--- config.mk ---
export PLATFORM = sky130hd
export DESIGN_NAME = clrm_ctrl
export DESIGN_NICKNAME = d
export VERILOG_FILES = /design/src/hdl/clrm_pkg.sv /design/src/hdl/clrm_ctrl.sv
export VERILOG_INCLUDE_DIRS = /design/src /design/src/hdl
export SDC_FILE = /design/constraint.sdc
export NUM_CORES = 1
export LEC_CHECK = 0
export BUFFER_PORTS_ARGS = -buffer_cell sky130_fd_sc_hd__buf_2
export CAP_MARGIN = 20
export CORE_UTILIZATION = 54
export CTS_BUF_LIST = sky130_fd_sc_hd__clkbuf_16
export DETAILED_ROUTE_END_ITERATION = 16
export PLACE_DENSITY = 0.83
export SETUP_SLACK_MARGIN = 0.05
export SYNTH_ARGS = -nofsm -noshare
export SYNTH_HDL_FRONTEND = slang
export SYNTH_SLANG_ARGS = --single-unit
--- constraint.sdc ---
create_clock -name clk -period 2.3 [get_ports clk]
set_input_delay 0.23 -clock clk [delete_from_list [all_inputs] [get_ports clk]]
set_output_delay 0.23 -clock clk [all_outputs]
set_load 0.02 [all_outputs]
--- src/hdl/canfd_loopback_register_model_unit_defines.svh ---
// Assertion macros shared by the RTL files.
`ifndef CANFD_LOOPBACK_REGISTER_MODEL_UNIT_DEFINES_SVH
`define CANFD_LOOPBACK_REGISTER_MODEL_UNIT_DEFINES_SVH

// The consequent must hold in the same cycle as the antecedent.
`define CLRM_ASSERT_SAME(name, ante, cons, msg) \
	name: assert property (@(posedge clk) disable iff (!arst_n) (ante) |-> (cons)) \
		else $error(msg);

// The consequent must hold in the cycle after the antecedent.
`define CLRM_ASSERT_NEXT(name, ante, cons, msg) \
	name: assert property (@(posedge clk) disable iff (!arst_n) (ante) |=> (cons)) \
		else $error(msg);

`endif

--- src/hdl/clrm_pkg.sv ---
package clrm_pkg;

	localparam int WINDOW_WORDS   = 1608;
	localparam int FILTER_ENTRIES = 16;
	localparam int FRAME_WORDS    = 19;

	localparam int WW    = $clog2(WINDOW_WORDS);
	localparam int ENT_W = (FILTER_ENTRIES > 1) ? $clog2(FILTER_ENTRIES) : 1;
	localparam int CP_W  = $clog2(FRAME_WORDS);

	localparam logic [31:0] ID_MASK = 32'h1FFF_FFFF;
	localparam logic [31:0] TX_DONE = 32'h0000_0004;

	localparam logic [12:0] OFF_RX_SLOT = 13'h520;
	localparam logic [12:0] OFF_TX_BUF  = 13'h604;
	localparam logic [12:0] OFF_FILTER  = 13'h120;
	localparam logic [12:0] OFF_POP     = 13'h04C;
	localparam logic [12:0] OFF_TX_CTRL = 13'h070;
	localparam logic [12:0] OFF_TX_STAT = 13'h074;
	localparam logic [12:0] OFF_RX_STAT = 13'h044;
	localparam logic [12:0] OFF_G_CTRL  = 13'h018;
	localparam logic [12:0] OFF_G_STAT  = 13'h01C;
	localparam logic [12:0] OFF_C_CTRL  = 13'h004;
	localparam logic [12:0] OFF_C_STAT  = 13'h008;

	localparam logic [WW-1:0] W_RX_SLOT = WW'(OFF_RX_SLOT >> 2);
	localparam logic [WW-1:0] W_TX_BUF  = WW'(OFF_TX_BUF >> 2);
	localparam logic [WW-1:0] W_FILTER  = WW'(OFF_FILTER >> 2);
	localparam logic [WW-1:0] W_TX_STAT = WW'(OFF_TX_STAT >> 2);
	localparam logic [WW-1:0] W_RX_STAT = WW'(OFF_RX_STAT >> 2);
	localparam logic [WW-1:0] W_G_STAT  = WW'(OFF_G_STAT >> 2);
	localparam logic [WW-1:0] W_C_STAT  = WW'(OFF_C_STAT >> 2);

	localparam logic [2:0] WD_INPUT  = 3'd0;
	localparam logic [2:0] WD_CLEAR  = 3'd1;
	localparam logic [2:0] WD_TXDONE = 3'd2;
	localparam logic [2:0] WD_RDATA  = 3'd3;
	localparam logic [2:0] WD_RMW    = 3'd4;

	localparam logic [1:0] RMW_POP    = 2'd0;
	localparam logic [1:0] RMW_GLOBAL = 2'd1;
	localparam logic [1:0] RMW_CHAN   = 2'd2;
	localparam logic [1:0] RMW_RXDONE = 2'd3;

	typedef struct packed {
		logic        op;
		logic [12:0] addr;
		logic [31:0] write_data;
	} in_item_t;

	typedef struct packed {
		logic [31:0] read_data;
		logic        rx_event;
	} out_item_t;

	typedef struct packed {
		logic          capture;
		logic          rd_en;
		logic          rd_from_input;
		logic [WW-1:0] rd_addr;
		logic          wr_en;
		logic          wr_to_input;
		logic [WW-1:0] wr_addr;
		logic [2:0]    wr_sel;
		logic [1:0]    rmw_kind;
		logic          flt_start;
		logic          flt_eid_load;
		logic          flt_eval;
		logic          ev_set;
		logic          load_out;
	} cmd_t;

	typedef struct packed {
		logic op_write;
		logic in_window;
		logic sel_tx_go;
		logic sel_pop;
		logic sel_gctrl;
		logic sel_cctrl;
		logic filter_pass;
		logic out_free;
	} sts_t;

	// Word address of an acceptance entry: the ID word, or the mask word when half is set.
	function automatic logic [WW-1:0] filt_word(input logic [ENT_W-1:0] ent, input logic half);
		return W_FILTER + WW'({ent, 1'b0, half});
	endfunction

endpackage

--- src/hdl/clrm_ctrl.sv ---
`include "canfd_loopback_register_model_unit_defines.svh"

module clrm_ctrl (
	input  logic           clk,
	input  logic           arst_n,
	input  logic           in_valid,
	output logic           in_stall,
	input  clrm_pkg::sts_t sts,
	output clrm_pkg::cmd_t cmd
);
	import clrm_pkg::*;

	localparam logic [3:0] ST_CLEAR  = 4'd0;
	localparam logic [3:0] ST_IDLE   = 4'd1;
	localparam logic [3:0] ST_DECODE = 4'd2;
	localparam logic [3:0] ST_TX0    = 4'd3;
	localparam logic [3:0] ST_TXID   = 4'd4;
	localparam logic [3:0] ST_FMASK  = 4'd5;
	localparam logic [3:0] ST_FEVAL  = 4'd6;
	localparam logic [3:0] ST_FDONE  = 4'd7;
	localparam logic [3:0] ST_COPY   = 4'd8;
	localparam logic [3:0] ST_RMW    = 4'd9;
	localparam logic [3:0] ST_RESP   = 4'd10;

	localparam logic [WW-1:0]    CLR_LAST = WW'(WINDOW_WORDS - 1);
	localparam logic [ENT_W-1:0] ENT_LAST = ENT_W'(FILTER_ENTRIES - 1);
	localparam logic [CP_W-1:0]  CP_LAST  = CP_W'(FRAME_WORDS - 1);

	logic [3:0]       state_q, state_d;
	logic [WW-1:0]    clr_q, clr_d;
	logic [ENT_W-1:0] ent_q, ent_d;
	logic [CP_W-1:0]  cp_q, cp_d;
	logic [1:0]       kind_q, kind_d;
	logic [WW-1:0]    rmw_target;

	always_comb begin
		case (kind_q)
			RMW_GLOBAL: rmw_target = W_G_STAT;
			RMW_CHAN:   rmw_target = W_C_STAT;
			default:    rmw_target = W_RX_STAT;
		endcase
	end

	always_comb begin
		cmd     = '0;
		state_d = state_q;
		clr_d   = clr_q;
		ent_d   = ent_q;
		cp_d    = cp_q;
		kind_d  = kind_q;
		case (state_q)
			ST_CLEAR: begin
				cmd.wr_en   = 1'b1;
				cmd.wr_addr = clr_q;
				cmd.wr_sel  = WD_CLEAR;
				clr_d       = clr_q + WW'(1);
				if (clr_q == CLR_LAST) begin
					state_d = ST_IDLE;
				end
			end
			ST_IDLE: begin
				if (in_valid) begin
					cmd.capture = 1'b1;
					state_d     = ST_DECODE;
				end
			end
			ST_DECODE: begin
				state_d = ST_RESP;
				if (!sts.op_write) begin
					cmd.rd_en         = sts.in_window;
					cmd.rd_from_input = 1'b1;
				end else if (sts.in_window) begin
					cmd.wr_en       = 1'b1;
					cmd.wr_to_input = 1'b1;
					cmd.wr_sel      = WD_INPUT;
					if (sts.sel_tx_go) begin
						state_d = ST_TX0;
					end else if (sts.sel_pop) begin
						cmd.rd_en   = 1'b1;
						cmd.rd_addr = W_RX_STAT;
						kind_d      = RMW_POP;
						state_d     = ST_RMW;
					end else if (sts.sel_gctrl) begin
						cmd.rd_en   = 1'b1;
						cmd.rd_addr = W_G_STAT;
						kind_d      = RMW_GLOBAL;
						state_d     = ST_RMW;
					end else if (sts.sel_cctrl) begin
						cmd.rd_en   = 1'b1;
						cmd.rd_addr = W_C_STAT;
						kind_d      = RMW_CHAN;
						state_d     = ST_RMW;
					end
				end
			end
			ST_TX0: begin
				cmd.wr_en   = 1'b1;
				cmd.wr_addr = W_TX_STAT;
				cmd.wr_sel  = WD_TXDONE;
				cmd.rd_en   = 1'b1;
				cmd.rd_addr = W_TX_BUF;
				state_d     = ST_TXID;
			end
			ST_TXID: begin
				cmd.flt_start = 1'b1;
				cmd.rd_en     = 1'b1;
				cmd.rd_addr   = filt_word('0, 1'b0);
				ent_d         = '0;
				state_d       = ST_FMASK;
			end
			ST_FMASK: begin
				cmd.flt_eid_load = 1'b1;
				cmd.rd_en        = 1'b1;
				cmd.rd_addr      = filt_word(ent_q, 1'b1);
				state_d          = ST_FEVAL;
			end
			ST_FEVAL: begin
				cmd.flt_eval = 1'b1;
				if (ent_q == ENT_LAST) begin
					state_d = ST_FDONE;
				end else begin
					cmd.rd_en   = 1'b1;
					cmd.rd_addr = filt_word(ent_q + ENT_W'(1), 1'b0);
					ent_d       = ent_q + ENT_W'(1);
					state_d     = ST_FMASK;
				end
			end
			ST_FDONE: begin
				if (sts.filter_pass) begin
					cmd.rd_en   = 1'b1;
					cmd.rd_addr = W_TX_BUF;
					cp_d        = '0;
					state_d     = ST_COPY;
				end else begin
					state_d = ST_RESP;
				end
			end
			ST_COPY: begin
				cmd.wr_en   = 1'b1;
				cmd.wr_addr = W_RX_SLOT + WW'(cp_q);
				cmd.wr_sel  = WD_RDATA;
				cmd.rd_en   = 1'b1;
				if (cp_q == CP_LAST) begin
					cmd.rd_addr = W_RX_STAT;
					kind_d      = RMW_RXDONE;
					state_d     = ST_RMW;
				end else begin
					cmd.rd_addr = W_TX_BUF + WW'(cp_q) + WW'(1);
					cp_d        = cp_q + CP_W'(1);
				end
			end
			ST_RMW: begin
				cmd.wr_en    = 1'b1;
				cmd.wr_addr  = rmw_target;
				cmd.wr_sel   = WD_RMW;
				cmd.rmw_kind = kind_q;
				cmd.ev_set   = kind_q == RMW_RXDONE;
				state_d      = ST_RESP;
			end
			ST_RESP: begin
				if (sts.out_free) begin
					cmd.load_out = 1'b1;
					state_d      = ST_IDLE;
				end
			end
			default: begin
				state_d = ST_IDLE;
			end
		endcase
	end

	always_ff @(posedge clk or negedge arst_n) begin
		if (!arst_n) begin
			state_q <= ST_CLEAR;
			clr_q   <= '0;
			ent_q   <= '0;
			cp_q    <= '0;
			kind_q  <= RMW_POP;
		end else begin
			state_q <= state_d;
			clr_q   <= clr_d;
			ent_q   <= ent_d;
			cp_q    <= cp_d;
			kind_q  <= kind_d;
		end
	end

	assign in_stall = state_q != ST_IDLE;

	`CLRM_ASSERT_NEXT(a_accept_decodes, in_valid && !in_stall, state_q == ST_DECODE, "An accepted item was not decoded next.")
	`CLRM_ASSERT_NEXT(a_clear_ends, state_q == ST_CLEAR && clr_q == CLR_LAST, state_q == ST_IDLE, "The clearing pass did not end at the last word.")
	`CLRM_ASSERT_SAME(a_no_collide, cmd.wr_en && cmd.rd_en && !cmd.wr_to_input && !cmd.rd_from_input, cmd.wr_addr != cmd.rd_addr, "A word was read and written in the same cycle.")
	`CLRM_ASSERT_NEXT(a_resp_done, state_q == ST_RESP && sts.out_free, state_q == ST_IDLE, "The block did not return to idle after a result.")

endmodule

==> impl_metrics.env, run 1 <==
export IMPL_die_area_sq_mm=0.00418
export IMPL_leakage_nw=1.29
export IMPL_swShare_pct=49.1
export IMPL_dieHeight_microns=64.7
export IMPL_drt_iter0_markers=226
export IMPL_grt_met1_usage_pct=38.2
export IMPL_fin_setup_tns_ns=-0.000199
export IMPL_synth_cells=256
export IMPL_power_density_mw_per_mm2=1330
export IMPL_regToRegSetupSlack_ns=0.03
export IMPL_drv_cap=0
export IMPL_r2r_start="state_q[0]$_DFFE_PN0P_"
export IMPL_first_global_vias=2035
export IMPL_final_cells=356
export IMPL_switchingPower_w=0.00173
export IMPL_grt_overflow=0
export IMPL_synthArstFlopShare_pct=100
export IMPL_avgViaCountPerCell=6.35
export IMPL_power_internal_w=0.00179
export IMPL_critPathKind="flip-flop to output port"
export IMPL_p_clk_share_pct=14.8
export IMPL_drt_pass1_iterations=5
export IMPL_slew_headroom_pct=59.5
export IMPL_period_needed_ns=2.30
export IMPL_peakVddDrop_mv=0.822
export IMPL_use_met3_pct=5.81
export IMPL_syn2layout_area_growth_pct=24.6
export IMPL_core_area_sq_mm=0.00372
export IMPL_worst_pin_slew_ns=0.607
export IMPL_finalSetupViolCount=1
export IMPL_cts_sinks=26
export IMPL_drive_gt1_share_pct=26.9
export IMPL_timing_fmax_mhz=435
export IMPL_n_antenna_cell=0
export IMPL_avgSynthCellArea_sq_um=8.28
export IMPL_tritoncts="yes"
export IMPL_worstSetupStartpointType="flip-flop"
export IMPL_final_util_pct=71.1
export IMPL_ys_warn_count=0
export IMPL_crit_start="state_q[0]$_DFFE_PN0P_"
export IMPL_clock_skew_ns=0.00597
export IMPL_routed_wl_microns=6020
export IMPL_status="finished, violations left"
export IMPL_grt_setup_unrepaired="true"
export IMPL_boundaryPins=49
export IMPL_critical_path_arrival_ns=2.07
export IMPL_final_max_slew_viol_count=0
export IMPL_gr_usage_met2_pct=47.1
export IMPL_grt_use_total_pct=29.3
export IMPL_top_usage_layer="met2"
export IMPL_hold_violations=0
export IMPL_period_share_pct=100
export IMPL_dominantRegCellSynth="dfrtp_1"
export IMPL_initial_core_util_pct=57.1
export IMPL_fin_ws_ns=-0.000199
export IMPL_crit_required_ns=2.07
export IMPL_synth_area_sq_mm=0.00212
export IMPL_row_count=22
export IMPL_hold_depth=3
export IMPL_layout_nets=333
export IMPL_hp_start="sts[0]"
export IMPL_worstSetupEndpointType="output port"
export IMPL_grt_max_degree=27
export IMPL_ant_nets=0
export IMPL_total_power_w=0.00352
export IMPL_synth_edf_count=0
export IMPL_die_x_microns=64.7
export IMPL_gp_congestion=0.887
export IMPL_crit_fanout=4
export IMPL_placed_cells=345
export IMPL_dpl_hpwl_microns=3980
export IMPL_h_tree_depth=1
export IMPL_ys_types=57
export IMPL_clock_latency_ns=0.27
export IMPL_vias=2260
export IMPL_cts_buffers_inserted=3
export IMPL_routedWlPerCell_microns=16.9
export IMPL_violations="setup timing"
export IMPL_holdWs_ns=0.264
export IMPL_clockRootBuffer="clkbuf_16"
export IMPL_grt_pass1_wl_microns=9320
export IMPL_antenna_found_initial=0
export IMPL_clk_pin_slew_worst_paths_ns=0.07
export IMPL_min_path_type="input port to flip-flop"
export IMPL_combPwrFrac_pct=61.3
export IMPL_ys_ff_latch=26
export IMPL_clockBufferDepth=2
export IMPL_power_frac_seq_pct=23.9
export IMPL_io_buffers=46
export IMPL_seq_area_frac_synth_pct=30.7
export IMPL_reg2reg_depth=10
export IMPL_drc_errors=0
## cell usage after synthesis, types with 2 or more instances
master,instances,area share (%)
clkbuf_1,9,1.6
nor3_1,10,2.4
a22oi_1,3,1.1
and4_1,3,1.2
inv_1,13,2.3
a221o_1,3,1.4
mux2i_1,3,1.4
a22o_1,2,0.83
nand2_1,28,5.0
o21ai_0,11,2.6
nand4bb_1,2,1.1
ha_1,13,7.7
buf_4,3,1.1
and2_1,7,2.1
o21a_1,3,1.1
nor2_1,25,4.4
dfrtp_1,26,31
a21oi_1,8,1.9
a211oi_1,2,0.71
nand3_1,12,2.8
xor2_1,7,2.9
buf_2,2,0.47
nand4_1,8,2.4
a31oi_1,4,1.2
nand2b_1,6,1.8
nor2b_1,2,0.59
xnor2_1,11,4.5
## power groups by stage
stage	Clock (W)	Sequential, W	Combinational (W)
final	0.000522	0.000841	0.00216
after CTS	0.000524	0.000829	0.00208
after detailed placement	0	0.000831	0.00202
after global placement	0	0.000823	0.00200
after floorplan	0	0.000784	0.00146
after global routing	0.000538	0.000859	0.00233
## area by class of cell
class                           count  area [sq um]
Timing Repair Buffer               62           368
Clock inverter                      1          30.0
Sequential cell                    26           652
Inverter                           13          48.8
Multi-Input combinational cell    203          1410
Clock buffer                        3          75.1
Fill cell                         289          1070
Tap cell                           48          60.1
## worst max-delay path, cell delays in order (launching register included)
cell	delay, ns
dfrtp_1	0.39
or4b_4	0.54
or3_4	0.43
o311ai_2	0.25
buf_4	0.19
## per-stage QoR
| stage | setup slack, ns | instance area (sq um) |
|---|---|---|
| floorplan | 0.169 | 2120 |
| global placement | 0.285 | 2410 |
| detailed placement | 0.307 | 2410 |
| CTS | 0.0343 | 2590 |
| global route | -0.0232 | 2640 |
| finish | -0.000199 | 2640 |
## flip-flops by register name (all words and copies together) (netlist names)
| name | count |
|---|---|
| state_q | 4 |
| clr_q | 11 |
| kind_q | 2 |
| ent_q | 4 |
| cp_q | 5 |
## layer usage
layer / vias to the layer above / wire [microns]
met5: - / 0
met2: 129 / 2860
met4: 0 / 165
met1: 1083 / 2500
li1: 1026 / -
met3: 22 / 490
## worst paths after layout
kind                                                to
max in group asynchronous         ent_q[0]$_DFFE_PN0P_
min in group asynchronous         ent_q[1]$_DFFE_PN0P_
worst min register to register   clr_q[10]$_DFFE_PN0N_
worst max-delay path                           cmd[25]
worst min-delay path            state_q[3]$_DFFE_PN0P_
worst max register to register   kind_q[1]$_DFFE_PN0P_
## placed cells by master, fill, tap and decap left out, types with 2 or more instances in the layout
| cell | instances |
|---|---|
| a211oi_1 | 2 |
| a21oi_1 | 8 |
| a221o_1 | 3 |
| a22o_1 | 2 |
| a22oi_1 | 3 |
| a31oi_1 | 4 |
| and2_1 | 7 |
| and4_1 | 3 |
| buf_2 | 43 |
| buf_4 | 16 |
| buf_6 | 2 |
| clkbuf_16 | 3 |
| conb_1 | 2 |
| dfrtp_1 | 25 |
| ha_1 | 12 |
| inv_1 | 13 |
| mux2i_1 | 3 |
| nand2_1 | 28 |
| nand2b_1 | 5 |
| nand3_1 | 12 |
| nand4_1 | 8 |
| nor2_1 | 25 |
| nor2b_1 | 2 |
| nor3_1 | 9 |
| o21a_1 | 3 |
| o21ai_0 | 11 |
| xnor2_1 | 10 |
| xor2_1 | 6 |
## kinds of logic (layout without fill, tap and decap cells)
family / count (synthesis) / count (layout) / share of synthesized area (%)
buffers and inverters: 28 / 79 / 5.60
AOI/OAI and AO/OA: 50 / 50 / 17.4
xor gates and xnor gates: 18 / 18 / 7.43
other: 1 / 2 / 0.177
DFF: 26 / 26 / 30.7
adders and majority gates: 13 / 13 / 7.67
and+or+nand+nor: 116 / 116 / 29.1
muxes: 4 / 4 / 1.95
## repair_timing
| item | CTS | global route |
|---|---|---|
| hold buffers | 1 | 0 |
| gates cloned | 0 | 0 |
| setup endpoints to repair | 3 | 11 |
| gates resized for setup | 5 | 10 |
| hold endpoints to repair | 26 | 0 |
| setup buffers | 6 | 0 |
(Power assumes the default switching activity.)
==> inputs of run 2 (changes only) <==
--- a/config.mk
+++ b/config.mk
@@ -8,10 +8,10 @@
 export LEC_CHECK = 0
 export BUFFER_PORTS_ARGS = -buffer_cell sky130_fd_sc_hd__buf_2
 export CAP_MARGIN = 20
-export CORE_UTILIZATION = 54
+export CORE_UTILIZATION = 39
 export CTS_BUF_LIST = sky130_fd_sc_hd__clkbuf_16
 export DETAILED_ROUTE_END_ITERATION = 16
-export PLACE_DENSITY = 0.83
+export PLACE_DENSITY = 0.64
 export SETUP_SLACK_MARGIN = 0.05
 export SYNTH_ARGS = -nofsm -noshare
 export SYNTH_HDL_FRONTEND = slang
==> impl_metrics.env, run 2 (synthesis gave the netlist of run 1 again) <==
export IMPL_status="completed"
export IMPL_clockBufferDepth=2
export IMPL_reg2reg_depth=6
export IMPL_path_cells="or4b_4 > or3_4 > o311ai_2 > buf_4"
export IMPL_period_needed_ns=2.28
export IMPL_hold_depth=3
export IMPL_drv_cap=0
export IMPL_io_buffers=46
export IMPL_dp_slack_ns=0.288
export IMPL_dpl_hpwl_microns=4200
export IMPL_worstSetupStartpointType="flip-flop"
export IMPL_clock_skew_ns=0.00168
export IMPL_peakVddDrop_mv=0.612
export IMPL_fin_ws_ns=0.0236
export IMPL_hold_violations=0
export IMPL_drt_pass1_iterations=4
export IMPL_critPathKind="flip-flop to output port"
export IMPL_core_area_sq_mm=0.00517
export IMPL_clock_latency_ns=0.26
export IMPL_combPwrFrac_pct=62.1
export IMPL_power_frac_seq_pct=23.3
export IMPL_cpPeakStageDelay_ns=0.54
export IMPL_gp_congestion=0.870
export IMPL_initial_core_util_pct=41.0
export IMPL_worst_path_max_delay_cell="or4b_4"
export IMPL_dieHeight_microns=75.7
export IMPL_largest_reg_flops=11
export IMPL_crit_required_ns=2.07
export IMPL_cts_sinks=26
export IMPL_die_x_microns=75.7
export IMPL_boundaryPins=49
export IMPL_row_count=26
export IMPL_power_internal_w=0.00183
export IMPL_swShare_pct=48.5
export IMPL_n_antenna_cell=0
export IMPL_layout_common_cells="43 x buf_2, 27 x nand2_1, 24 x nor2_1, 24 x dfrtp_1, 15 x buf_4"
export IMPL_min_path_type="input port to flip-flop"
export IMPL_switchingPower_w=0.00173
export IMPL_tritoncts="yes"
export IMPL_antenna_found_initial=0
export IMPL_cts_buffers_inserted=3
export IMPL_grt_pass1_wl_microns=9330
export IMPL_grt_max_degree=27
export IMPL_clockRootBuffer="clkbuf_16"
export IMPL_final_max_slew_viol_count=0
export IMPL_hp_start="sts[2]"
export IMPL_grt_overflow=0
export IMPL_drt_iter0_markers=179
export IMPL_reg2reg_to="clr_q[7]$_DFFE_PN0N_"
export IMPL_die_area_sq_mm=0.00574
export IMPL_regMostFlops="clr_q"
export IMPL_worstSetupEndpointType="output port"
export IMPL_p_clk_share_pct=14.5
export IMPL_layout_nets=332
export IMPL_routedWlPerCell_microns=15.5
export IMPL_avgViaCountPerCell=5.56
export IMPL_timing_fmax_mhz=439
export IMPL_syn2layout_area_growth_pct=25.9
export IMPL_power_density_mw_per_mm2=1330
export IMPL_crit_fanout=4
export IMPL_holdPathEnd="kind_q[1]$_DFFE_PN0P_"
export IMPL_dpl_cell_area_sq_mm=0.00245
export IMPL_first_global_vias=1908
export IMPL_drive_gt1_share_pct=27.7
export IMPL_critical_path_arrival_ns=2.05
export IMPL_leakage_nw=1.28
export IMPL_post_route_cell_area_sq_mm=0.00267
export IMPL_regToRegSetupSlack_ns=0.46
export IMPL_worst_pin_slew_ns=0.603
export IMPL_final_common_cell="buf_2"
export IMPL_h_tree_depth=1
export IMPL_grt_setup_unrepaired="true"
export IMPL_period_share_pct=99.0
export IMPL_slew_headroom_pct=59.8
export IMPL_r2r_start="state_q[1]$_DFFE_PN0P_"
export IMPL_vias=2096
export IMPL_grt_use_total_pct=21.2
export IMPL_fin_setup_tns_ns=0
export IMPL_ant_nets=0
export IMPL_routed_wl_microns=5830
export IMPL_clk_pin_slew_worst_paths_ns=0.07
export IMPL_top_regs="clr_q x11, cp_q x5"
export IMPL_drc_errors=0
export IMPL_finalSetupViolCount=0
[run 2: changes by cell type in the layout (fill, tap and decap cells not counted), sizes merged]
| cell | previous run | this run |
|---|---|---|
| buf | 61 | 60 |
[run 2: power by group through the flow]
stage	registers, W	logic (W)	clock network, W
3_5_place_dp	0.000825	0.00208	0
5_1_grt	0.000851	0.00242	0.000543
2_1_floorplan	0.000784	0.00146	0
3_3_place_gp	0.000824	0.00207	0
6_report	0.000829	0.00221	0.000517
4_1_cts	0.000820	0.00213	0.000521
[run 2: worst max path at each step]
| stage | cells past startpoint | startpoint | slack [ns] | to |
|---|---|---|---|---|
| 4_1_cts | 4 | state_q[0]$_DFFE_PN0P_ | 0.02 | cmd[25] |
| 6_report | 4 | state_q[0]$_DFFE_PN0P_ | 0.02 | cmd[25] |
| 3_3_place_gp | 4 | state_q[0]$_DFFE_PN0P_ | 0.28 | cmd[25] |
| 2_1_floorplan | 5 | state_q[2]$_DFFE_PN0P_ | 0.17 | cmd[30] |
| 5_1_grt | 4 | state_q[2]$_DFFE_PN0P_ | -0.03 | cmd[25] |
| 3_5_place_dp | 5 | state_q[0]$_DFFE_PN0P_ | 0.29 | cmd[23] |
[run 2: cell type report]
cell class / instances / area (sq um)
Clock inverter: 1 / 30.0
Sequential cell: 26 / 653
Clock buffer: 3 / 75.1
Inverter: 13 / 48.8
Fill cell: 504 / 2500
Timing Repair Buffer: 61 / 360
Multi-Input combinational cell: 203 / 1420
Tap cell: 70 / 87.6
[run 2: timing repair]
item                       in CTS  in global routing
resized for setup               7                 12
setup endpoints to repair       5                 12
hold buffers                    1                  0
hold endpoints to repair       26                  0
buffers inserted                0                  3
[run 2: metal layers]
| metal | global-route usage (%) | wire length, microns | vias to the layer above |
|---|---|---|---|
| met5 | 0 | 0 | - |
| li1 | - | - | 1014 |
| met1 | 31.0 | 2830 | 1018 |
| met3 | 2.65 | 227 | 9 |
| met4 | 6.58 | 91 | 0 |
| met2 | 32.4 | 2680 | 55 |
[run 2: per-stage QoR]
step                      power, W  hold WS (ns)  util [%]  std cells
final                      0.00355         0.260      51.6        377
after CTS                  0.00347         0.258      50.4        374
after global placement     0.00289         0.278      47.5        369
after global routing       0.00381         0.291      51.6        377
after floorplan            0.00224       -0.0656         -        257
after detailed placement   0.00291         0.275      47.5        369
[run 2: critical path: cells and delay by family, from the launching register on]
kind / cells / cell delay [ns]
flip-flops: 1 / 0.38
AND/OR/NAND/NOR: 2 / 0.97
buffers and inverters: 1 / 0.19
AO/OA/AOI/OAI: 1 / 0.25
==> inputs of run 3 (changes only) <==
==> constraint.sdc (replaced) <==
create_clock -name clk -period 2.9 [get_ports clk]
set_input_delay 0.29 -clock clk [delete_from_list [all_inputs] [get_ports clk]]
set_output_delay 0.29 -clock clk [all_outputs]
set_load 0.02 [all_outputs]
==> impl_metrics.env, run 3 (synthesis gave the netlist of run 1 again) <==
export IMPL_vias=2053
export IMPL_largest_reg_flops=11
export IMPL_dpl_hpwl_microns=4190
export IMPL_worstSetupStartpointType="flip-flop"
export IMPL_clk_pin_slew_worst_paths_ns=0.07
export IMPL_ctsHoldBuffers=0
export IMPL_grt_max_degree=27
export IMPL_tritoncts="yes"
export IMPL_core_area_sq_mm=0.00517
export IMPL_routed_top_layer="met4"
export IMPL_finalSetupViolCount=0
export IMPL_initial_core_util_pct=41.0
export IMPL_clockBufferDepth=2
export IMPL_routed_wl_microns=5710
export IMPL_drt_iter0_markers=125
export IMPL_ant_nets=0
export IMPL_critical_path_arrival_ns=2.25
export IMPL_n_antenna_cell=0
export IMPL_leakage_nw=1.23
export IMPL_post_cts_buffers=0
export IMPL_critPathKind="flip-flop to output port"
export IMPL_post_cts_resized=0
export IMPL_routedWlPerCell_microns=15.5
export IMPL_final_common_cell="buf_2"
export IMPL_top_regs="clr_q x11, cp_q x5"
export IMPL_drv_cap=0
export IMPL_cts_buffers_inserted=3
export IMPL_layout_common_cells="46 x buf_2, 28 x nand2_1, 26 x dfrtp_1, 25 x nor2_1"
export IMPL_period_needed_ns=2.54
export IMPL_grt_overflow=0
export IMPL_io_buffers=46
export IMPL_cts_sinks=26
export IMPL_syn2layout_area_growth_pct=19.3
export IMPL_multi_input_area_sq_mm=0.00136
export IMPL_layout_nets=324
export IMPL_hold_violations=0
export IMPL_drt_pass1_iterations=4
export IMPL_grt_setup_unrepaired="false"
export IMPL_peakVddDrop_mv=0.472
export IMPL_boundaryPins=49
export IMPL_timing_fmax_mhz=394
export IMPL_crit_fanout=7
export IMPL_regMostFlops="clr_q"
export IMPL_dr_wl_met2_microns=2730
export IMPL_gp_congestion=0.887
export IMPL_wl_met1_microns=2650
export IMPL_antenna_found_initial=0
export IMPL_regArea_sq_um=651
export IMPL_final_max_slew_viol_count=0
export IMPL_status="completed"
export IMPL_period_share_pct=87.6
export IMPL_grt_pass1_wl_microns=9520
export IMPL_nFillCells=499
export IMPL_grt_use_total_pct=21.8
export IMPL_clockRootBuffer="clkbuf_16"
export IMPL_h_tree_depth=1
export IMPL_fin_setup_tns_ns=0
export IMPL_dieHeight_microns=75.7
export IMPL_power_density_mw_per_mm2=1070
export IMPL_drive_gt1_share_pct=22.4
export IMPL_clock_latency_ns=0.27
export IMPL_worstSetupEndpointType="output port"
export IMPL_route_met3_wl_microns=261
export IMPL_crit_required_ns=2.61
export IMPL_slew_headroom_pct=57.6
export IMPL_die_x_microns=75.7
export IMPL_drc_errors=0
export IMPL_row_count=26
export IMPL_first_global_vias=1912
export IMPL_worst_pin_slew_ns=0.636
export IMPL_min_path_type="input port to async pin"
export IMPL_holdWs_ns=0.0360
export IMPL_avgViaCountPerCell=5.56
export IMPL_die_area_sq_mm=0.00574
export IMPL_clock_skew_ns=0.00271
-- run 3: area by class of cell --
cell class,count,area share [%]
inverters,13,1.93
well taps,70,3.46
clock inverters,1,1.19
multi-input cells,203,53.6
clock buffers,3,2.97
flip-flops and latches,26,25.7
repair buffers,53,11.2
-- run 3: through the flow --
stage               setup slack (ns)  utilization (%)  total power [W]  std cells  instance area, sq um
global route                   0.317             48.9          0.00293        369                  2530
finish                         0.360             48.9          0.00270        369                  2530
CTS                            0.383             48.9          0.00270        369                  2530
global placement               0.718             46.9          0.00227        365                  2420
detailed placement             0.671             46.9          0.00228        365                  2420
floorplan                      0.709                -          0.00178        257                  2120
-- run 3: path summary, 6_finish.rpt --
kind	slack, ns	start	cells after the start	endpoint
worst max-delay path	0.36	state_q[0]$_DFFE_PN0P_	4	cmd[25]
worst min-delay path	0.04	arst_n	1	ent_q[2]$_DFFE_PN0P_
worst max register to register	1.00	state_q[0]$_DFFE_PN0P_	4	kind_q[0]$_DFFE_PN0P_
worst min register to register	0.52	clr_q[10]$_DFFE_PN0N_	1	clr_q[10]$_DFFE_PN0N_
max in group asynchronous	2.44	arst_n	1	cp_q[1]$_DFFE_PN0P_
min in group clk	0.34	sts[2]	3	kind_q[1]$_DFFE_PN0P_
-- run 3: report_power, final --
group	total [W]	internal [W]	switching, W	leakage (nW)
clock network	0.000410	0.000275	0.000135	0.0511
registers	0.000656	0.000486	0.000170	0.333
logic	0.00163	0.000608	0.00102	0.850
-- run 3: per-layer routing --
metal | GRT usage, % | vias up
li1 | - | 1001
met2 | 33.6 | 52
met3 | 2.78 | 7
met1 | 31.9 | 993
met4 | 5.97 | 0
met5 | 0 | -
-- run 3: critical path: stages, from the launching register on --
cell and delay [ns]:
dfrtp_1 0.37, or4b_1 0.67, or3_4 0.47, o311ai_2 0.26, buf_2 0.22
